## src/design/cmb_lock_pkg.sv

```systemverilog
// Shared types, constants and helpers for the serial combination lock.
// No dependencies; imported by every module of the block.
`default_nettype none

package cmb_lock_pkg;

  localparam int unsigned PASS_BYTES   = 4;
  localparam int unsigned ANSWER_BYTES = 3;
  localparam int unsigned LINE_BYTES   = 9;

  localparam logic [7:0] LOCK_CHAR    = 8'h40;
  localparam logic [7:0] NEWLINE_CHAR = 8'h0A;

  localparam logic [31:0] PASS_CODE_RST   = 32'h3132_3334;
  localparam logic [23:0] ANSWER_CODE_RST = 24'h6B_6974;
  localparam logic [3:0]  FAIL_LIMIT_RST  = 4'd3;

  localparam logic [3:0] FAIL_MAX = 4'hF;

  typedef enum logic [1:0] {
    REG_PASS_CODE   = 2'd0,
    REG_ANSWER_CODE = 2'd1,
    REG_FAIL_LIMIT  = 2'd2,
    REG_UNUSED      = 2'd3
  } reg_idx_t;

  typedef enum logic [2:0] {
    EV_NONE     = 3'd0,
    EV_UNLOCKED = 3'd1,
    EV_LOCKED   = 3'd2,
    EV_WRONG    = 3'd3,
    EV_RECOVERY = 3'd4,
    EV_PASSED   = 3'd5,
    EV_HALTED   = 3'd6,
    EV_IGNORED  = 3'd7
  } event_t;

  typedef struct packed {
    logic [31:0] pass_code;
    logic [23:0] answer_code;
    logic [3:0]  fail_limit;
  } cfg_t;

  typedef struct packed {
    logic [3:0] fail_count;
    logic       halted_flag;
    logic       in_recovery;
    logic       buzzer_on;
    logic       lock_open;
    event_t     event_code;
  } result_t;

  // byte idx of an nbytes-long code, first byte most significant
  function automatic logic [7:0] code_byte(logic [31:0] code, logic [3:0] nbytes,
                                           logic [3:0] idx);
    logic [3:0] byte_ofs;
    logic [7:0] val;
    byte_ofs = nbytes - 4'd1 - idx;
    val      = 8'h00;
    if (idx < nbytes && byte_ofs < 4'd4) begin
      unique case (byte_ofs[1:0])
        2'd0: val = code[7:0];
        2'd1: val = code[15:8];
        2'd2: val = code[23:16];
        2'd3: val = code[31:24];
        default: val = 8'h00;
      endcase
    end
    return val;
  endfunction

endpackage

`default_nettype wire

```

## src/design/cmb_lock_cfg.sv

```systemverilog
// Configuration register file of the combination lock.
// Depends on cmb_lock_pkg for register indexes and reset values.
`default_nettype none

module cmb_lock_cfg
  import cmb_lock_pkg::*;
(
  input  wire logic        clk,
  input  wire logic        rst_n,
  input  wire logic        cfg_we,
  input  wire logic [1:0]  cfg_addr,
  input  wire logic [31:0] cfg_data,
  output cfg_t             cfg
);

  cfg_t cfg_r;

  always_ff @(posedge clk) begin
    if (!rst_n) begin
      cfg_r.pass_code   <= PASS_CODE_RST;
      cfg_r.answer_code <= ANSWER_CODE_RST;
      cfg_r.fail_limit  <= FAIL_LIMIT_RST;
    end else if (cfg_we) begin
      unique case (reg_idx_t'(cfg_addr))
        REG_PASS_CODE:   cfg_r.pass_code   <= cfg_data;
        REG_ANSWER_CODE: cfg_r.answer_code <= cfg_data[23:0];
        REG_FAIL_LIMIT:  cfg_r.fail_limit  <= cfg_data[3:0];
        default: ;
      endcase
    end
  end

  assign cfg = cfg_r;

endmodule

`default_nettype wire

```

## src/design/cmb_lock_core.sv

```systemverilog
// Lock state and per-byte next-state logic: password groups, lock char,
// recovery lines. Depends on cmb_lock_pkg.
`default_nettype none

module cmb_lock_core
  import cmb_lock_pkg::*;
(
  input  wire logic       clk,
  input  wire logic       rst_n,
  input  wire cfg_t       cfg,
  input  wire logic       item_valid,
  input  wire logic [7:0] item_byte,
  output result_t         result
);

  localparam logic [3:0] PASS_N   = 4'(PASS_BYTES);
  localparam logic [3:0] ANSWER_N = 4'(ANSWER_BYTES);
  localparam logic [3:0] LINE_N   = 4'(LINE_BYTES);

  logic [3:0] pos_r,   pos_nxt;
  logic       match_r, match_nxt;
  logic [3:0] fail_r,  fail_nxt;
  logic       open_r,  open_nxt;
  logic       recov_r, recov_nxt;
  logic       buzz_r,  buzz_nxt;
  logic       halt_r,  halt_nxt;
  event_t     ev;
  logic [3:0] pos_inc;
  logic [3:0] fail_sat;

  assign pos_inc  = pos_r + 4'd1;
  assign fail_sat = (fail_r == FAIL_MAX) ? FAIL_MAX : fail_r + 4'd1;

  always_comb begin
    pos_nxt   = pos_r;
    match_nxt = match_r;
    fail_nxt  = fail_r;
    open_nxt  = open_r;
    recov_nxt = recov_r;
    buzz_nxt  = buzz_r;
    halt_nxt  = halt_r;
    ev        = EV_NONE;
    if (halt_r) begin
      ev = EV_IGNORED;
    end else if (!recov_r) begin
      if (!open_r) begin
        if (item_byte != code_byte(cfg.pass_code, PASS_N, pos_r)) begin
          match_nxt = 1'b0;
        end
        pos_nxt = pos_inc;
        if (pos_inc >= PASS_N) begin
          if (match_nxt) begin
            open_nxt = 1'b1;
            fail_nxt = 4'd0;
            ev       = EV_UNLOCKED;
          end else begin
            fail_nxt = fail_sat;
            if (fail_sat >= cfg.fail_limit) begin
              buzz_nxt  = 1'b1;
              recov_nxt = 1'b1;
              ev        = EV_RECOVERY;
            end else begin
              ev = EV_WRONG;
            end
          end
          pos_nxt   = 4'd0;
          match_nxt = 1'b1;
        end
      end else if (item_byte == LOCK_CHAR) begin
        open_nxt = 1'b0;
        ev       = EV_LOCKED;
      end else begin
        ev = EV_IGNORED;
      end
    end else begin
      if (pos_r < ANSWER_N &&
          item_byte != code_byte({8'h00, cfg.answer_code}, ANSWER_N, pos_r)) begin
        match_nxt = 1'b0;
      end
      pos_nxt = pos_inc;
      if (item_byte == NEWLINE_CHAR || pos_inc >= LINE_N) begin
        // short line: compare missing answer bytes with zero
        for (int i = 0; i < ANSWER_BYTES; i++) begin
          if (4'(i) >= pos_inc &&
              code_byte({8'h00, cfg.answer_code}, ANSWER_N, 4'(i)) != 8'h00) begin
            match_nxt = 1'b0;
          end
        end
        if (match_nxt) begin
          fail_nxt  = 4'd0;
          recov_nxt = 1'b0;
          ev        = EV_PASSED;
        end else begin
          fail_nxt = fail_sat;
          if (fail_sat >= cfg.fail_limit) begin
            halt_nxt = 1'b1;
            ev       = EV_HALTED;
          end else begin
            ev = EV_WRONG;
          end
        end
        pos_nxt   = 4'd0;
        match_nxt = 1'b1;
      end
    end
  end

  always_ff @(posedge clk) begin
    if (!rst_n) begin
      pos_r   <= 4'd0;
      match_r <= 1'b1;
      fail_r  <= 4'd0;
      open_r  <= 1'b0;
      recov_r <= 1'b0;
      buzz_r  <= 1'b0;
      halt_r  <= 1'b0;
    end else if (item_valid) begin
      pos_r   <= pos_nxt;
      match_r <= match_nxt;
      fail_r  <= fail_nxt;
      open_r  <= open_nxt;
      recov_r <= recov_nxt;
      buzz_r  <= buzz_nxt;
      halt_r  <= halt_nxt;
    end
  end

  assign result.event_code  = ev;
  assign result.lock_open   = open_nxt;
  assign result.buzzer_on   = buzz_nxt;
  assign result.in_recovery = recov_nxt;
  assign result.halted_flag = halt_nxt;
  assign result.fail_count  = fail_nxt;

  a_halt_in_recov: assert property (@(posedge clk) disable iff (!rst_n)
    halt_r |-> recov_r) else $error("halted outside recovery");
  a_open_not_recov: assert property (@(posedge clk) disable iff (!rst_n)
    !(open_r && recov_r)) else $error("open while in recovery");
  a_recov_buzz: assert property (@(posedge clk) disable iff (!rst_n)
    recov_r |-> buzz_r) else $error("recovery without buzzer");
  a_pos_range: assert property (@(posedge clk) disable iff (!rst_n)
    (!recov_r |-> pos_r < PASS_N) and (recov_r |-> pos_r < LINE_N))
    else $error("byte position out of range");
  a_open_clears: assert property (@(posedge clk) disable iff (!rst_n)
    $rose(open_r) |-> fail_r == 4'd0) else $error("fail count kept on unlock");

endmodule

`default_nettype wire

```

## src/design/combination_lock_with_recovery.sv

```systemverilog
// Serial combination lock with recovery question: request stage, result stage.
// Depends on cmb_lock_pkg, cmb_lock_cfg and cmb_lock_core.
`default_nettype none

// One received byte per request, one result per request. A request is taken
// every cycle when the result side keeps up. Each byte is held in the input
// register, then its result enters the result register to be taken.
// The rate is set by the lock state update in cmb_lock_core, which finishes
// one byte per cycle while the result side keeps up. A full result register
// stalls in_tready only when the input register also holds a byte.
// The user must write configuration while idle; the block does not enforce it.

module combination_lock_with_recovery
  import cmb_lock_pkg::*;
(
  input  wire logic        clk,
  input  wire logic        rst_n,
  input  wire logic        in_tvalid,
  output logic             in_tready,
  input  wire logic [7:0]  in_tdata,   // [7:0] rx_byte
  output logic             out_tvalid,
  input  wire logic        out_tready,
  output logic [15:0]      out_tdata,  // [2:0] event_code, [3] lock_open,
                                       // [4] buzzer_on, [5] in_recovery,
                                       // [6] halted_flag, [10:7] fail_count
  input  wire logic        cfg_we,
  input  wire logic [1:0]  cfg_addr,
  input  wire logic [31:0] cfg_data
);

  cfg_t       cfg;
  result_t    result;
  logic       in_valid_r;
  logic [7:0] in_byte_r;
  logic       out_valid_r;
  result_t    out_res_r;
  logic       advance;

  assign advance   = in_valid_r && (!out_valid_r || out_tready);
  assign in_tready = !in_valid_r || advance;

  cmb_lock_cfg u_cfg (
    .clk      (clk),
    .rst_n    (rst_n),
    .cfg_we   (cfg_we),
    .cfg_addr (cfg_addr),
    .cfg_data (cfg_data),
    .cfg      (cfg)
  );

  cmb_lock_core u_core (
    .clk        (clk),
    .rst_n      (rst_n),
    .cfg        (cfg),
    .item_valid (advance),
    .item_byte  (in_byte_r),
    .result     (result)
  );

  always_ff @(posedge clk) begin
    if (!rst_n) begin
      in_valid_r <= 1'b0;
    end else if (in_tready) begin
      in_valid_r <= in_tvalid;
    end
  end

  always_ff @(posedge clk) begin
    if (in_tvalid && in_tready) begin
      in_byte_r <= in_tdata;
    end
  end

  always_ff @(posedge clk) begin
    if (!rst_n) begin
      out_valid_r <= 1'b0;
    end else if (advance) begin
      out_valid_r <= 1'b1;
    end else if (out_tready) begin
      out_valid_r <= 1'b0;
    end
  end

  always_ff @(posedge clk) begin
    if (advance) begin
      out_res_r <= result;
    end
  end

  assign out_tvalid = out_valid_r;
  assign out_tdata  = {5'd0, out_res_r.fail_count, out_res_r.halted_flag,
                       out_res_r.in_recovery, out_res_r.buzzer_on,
                       out_res_r.lock_open, out_res_r.event_code};

endmodule

`default_nettype wire

```

## config.mk

```make
export PLATFORM = sky130hd
export DESIGN_NAME = combination_lock_with_recovery
export DESIGN_NICKNAME = d
export VERILOG_FILES = /design/src/design/cmb_lock_pkg.sv /design/src/design/cmb_lock_cfg.sv /design/src/design/cmb_lock_core.sv /design/src/design/combination_lock_with_recovery.sv
export SDC_FILE = /design/constraint.sdc
export NUM_CORES = 1
export LEC_CHECK = 0
export BUFFER_PORTS_ARGS = -buffer_cell sky130_fd_sc_hd__buf_2
export CORE_MARGIN = 8
export CORE_UTILIZATION = 32
export CTS_CLUSTER_SIZE = 28
export DETAILED_ROUTE_END_ITERATION = 10
export PLACE_DENSITY = 0.46
export SLEW_MARGIN = 15
export SYNTH_ARGS = -nofsm -noshare
export SYNTH_HDL_FRONTEND = slang
export SYNTH_SLANG_ARGS = --single-unit
```

## constraint.sdc

```tcl
create_clock -name clk -period 4 [get_ports clk]
set_clock_uncertainty 0.05 [all_clocks]
set_input_delay 0.2 -clock clk [delete_from_list [all_inputs] [get_ports clk]]
set_output_delay 0.2 -clock clk [all_outputs]
set_load 0.005 [all_outputs]
```

==> flow_metrics.py <==
metrics = {
    "run": {
        "maxCapViolCount": 0,
    },
    "detailed_routing": {
        "dr_total_vias": 4824,
        "avgViaCountPerCell": 5.35,
        "ant_nets": 0,
        "wirelength_um": 16500,
        "drc_errors": 0,
        "drt_iter0_markers": 313,
        "dr.pass1.iters": 6,
        "wl_per_cell_um": 18.3,
    },
    "clock_tree": {
        "cts_buffers": 9,
        "cts_buffer_depth": 2,
        "numClockSinks": 94,
        "clock-root-buffer": "clkbuf_16",
        "h-tree-depth": 3,
        "clk_latency_ns": 0.35,
        "cts_tree": "built",
        "post_cts_buffers": 0,
        "clk_pin_slew_ns": 0.07,
    },
    "sta": {
        "finalCritPeriodShare_pct": 91.7,
        "setup_ws_ns": 0.334,
        "setup_viol": 0,
        "worstMarginPinSlew_ns": 1.04,
        "slew_viol_final": 0,
        "rsz0062_at_grt": "false",
        "maxSlewHeadroom_pct": 30.3,
        "fin_crit_ns": 3.67,
        "max_clock_freq_mhz": 273,
        "finalSetupTns_ns": 0,
        "finalHoldViolations": 0,
    },
    "pwr": {
        "vdd.ir_drop.worst_mv": 0.197,
        "power_frac_seq_pct": 49.0,
        "pwr-share-comb_pct": 11.9,
        "p_sw_uw": 579,
        "clkPwrFrac_pct": 39.1,
        "p_leak_nw": 2.34,
        "p_total_mw": 2.13,
        "power_density_nw_per_um2": 361,
        "power.internal_mw": 1.55,
        "switching_share_pct": 27.2,
    },
    "global_routing": {
        "grt_pass1_vias": 4541,
        "overflow": 0,
        "grtUsageTotal_pct": 16.3,
        "grt_pass1_wl_um": 25700,
        "antenna_found_initial": 0,
        "grt_max_degree": 39,
    },
    "floorplan": {
        "ios": 65,
        "fp.dieH_um": 142,
        "core_sq_um": 15700,
        "die_w_um": 142,
        "rows": 46,
        "die-area_sq_um": 20100,
        "initial_core_util_pct": 32.3,
    },
    "synthesis": {
        "ys_dominant_reg_cell": "dfxtp_1",
        "yosys_register_bits": 94,
        "synth_cells": 637,
        "synth_edf_count": 19,
        "synth.avg_cell_area_sq_um": 7.97,
        "synth_area_sq_um": 5080,
        "synthTopCellsByArea": "dfxtp_1 30%, edfxtp_1 11%, nand2_1 11%, a21oi_1 5.7%, nand3_1 3.6%",
        "async_flop_share_pct": 0,
        "yosysTopAreaCell": "dfxtp_1",
        "ys_types": 70,
        "synth_warnings": 0,
        "synth_top_area_share_pct": 29.6,
        "yosysSeqAreaShare_pct": 40.8,
    },
    "cells_and_area": {
        "post-route-util_pct": 37.5,
        "layout_common_cells": "142 x nand2_1, 75 x dfxtp_1, 59 x buf_2",
        "layout_commonest_cell": "nand2_1",
        "finalNetCount": 739,
        "stdcell_count": 902,
        "syn2layout_area_growth_pct": 16.2,
        "antenna_cells": 0,
        "drive_above_1_share_pct": 13.6,
    },
    "worst_setup_path": {
        "critPathKind": "flip-flop to flip-flop",
        "cp_max_fo": 18,
        "worst_setup_path_end_kind": "flip-flop",
        "crit_start": "u_core.pos_r[0]",
        "r2r-start": "u_core.pos_r[0]",
        "reg2regPathDepth": 9,
        "cp.arrival_ns": 3.70,
        "crit_path_start_kind": "flip-flop",
        "cp_data_required_time_ns": 4.03,
    },
    "place": {
        "gp_congestion": 0.847,
        "dp_slack_ns": 0.272,
        "dpl.cell_count": 875,
        "dp_hpwl_um": 12400,
        "io_buffers": 59,
    },
    "hold_path": {
        "worstHoldStart": "cfg_data[20]",
        "min_path_cells": 3,
        "worstHoldPathType": "input port to flip-flop",
    },
    "run_status": {
        "status": "finished, final reports clean",
    },
}
==> synthesized netlist by cell type, drive strengths merged (3+ instances only) <==
library cell,instances
a2111oi,6
a211oi,10
a21o,6
a21oi,58
a221o,3
a221oi,4
a222oi,3
a22oi,9
a311oi,5
a31oi,5
and2,5
and3,6
buf,14
clkbuf,33
dfxtp,75
edfxtp,19
ha,11
inv,25
mux2i,5
nand2,142
nand2b,5
nand3,37
nor2,29
nor2b,10
nor3,10
nor3b,3
nor4,11
o2111ai,3
o211ai,5
o21a,6
o21ai,21
o221ai,3
o22ai,4
o41ai,3
or4,4
==> path summary, 6_finish.rpt <==
| check | slack, ns | to |
|---|---|---|
| hold reg to reg | 0.41 | u_cfg.cfg[42] |
| setup / recovery | 0.33 | out_tdata[9] |
| setup reg to reg | 0.33 | out_tdata[9] |
| hold / removal | 0.02 | u_cfg.cfg[48] |
==> flip-flops by register name, summed over array words and instances, names as in the netlist <==
register        count
u_core.match_r      1
u_core.buzz_r       1
in_valid_r          1
u_core.recov_r      1
u_core.pos_r        4
u_core.open_r       1
u_core.halt_r       1
out_tvalid          1
in_byte_r           8
out_tdata          11
u_cfg.cfg          60
u_core.fail_r       4
==> power by group through the flow <==
stage          Combinational (mW)  Clock [mW]  Sequential [mW]
2_1_floorplan               0.166           0             1.05
3_3_place_gp                0.238           0             1.07
3_5_place_dp                0.242           0             1.07
4_1_cts                     0.252       0.851             1.05
5_1_grt                     0.284       0.886             1.05
6_report                    0.253       0.833             1.05
==> area by class of cell <==
cell class | count | area (sq um)
Clock buffer | 10 | 239
Clock inverter | 6 | 45.0
Fill cell | 1640 | 9820
Inverter | 26 | 97.6
Multi-Input combinational cell | 474 | 2720
Sequential cell | 94 | 2070
Tap cell | 216 | 270
Timing Repair Buffer | 76 | 450
==> critical path: stages (launching register included) <==
cell       delay (ns)
dfxtp_1          0.48
inv_1            0.16
ha_1             0.44
a221oi_1         0.51
o21ai_0          0.18
a2111oi_0        0.42
nor3b_1          0.13
or4_1            0.55
nor4_1           0.37
o41ai_1          0.11
==> metrics by stage <==
step | cell area, sq um | hold slack [ns]
after global placement | 5490 | 0.328
after global routing | 5900 | 0.0135
after floorplan | 5090 | 0.249
final | 5900 | 0.0199
after CTS | 5880 | 0.0122
after detailed placement | 5490 | 0.329
==> cell families after synthesis <==
kind of cell,after synthesis,synth area share (%)
simple gates,276,25.2
other cells,1,0.0739
flops,94,40.8
xor+xnor,1,0.173
compound gates,176,23.7
buf+inv,73,6.26
fa+ha+maj,11,2.71
mux,5,0.986
==> metal layers <==
| metal | global-route usage (%) | part of all wire [%] |
|---|---|---|
| met4 | 6.90 | 2.2 |
| met5 | 0 | 0 |
| met3 | 3.52 | 5.3 |
| met2 | 25.5 | 46 |
| met1 | 21.3 | 47 |
==> timing repair <==
action | CTS | global route
endpoints found under the setup margin | 0 | 5
hold endpoints to repair | 11 | 0
gates resized for setup | 0 | 4
hold buffers | 11 | 0
(Power assumes the default switching activity.)
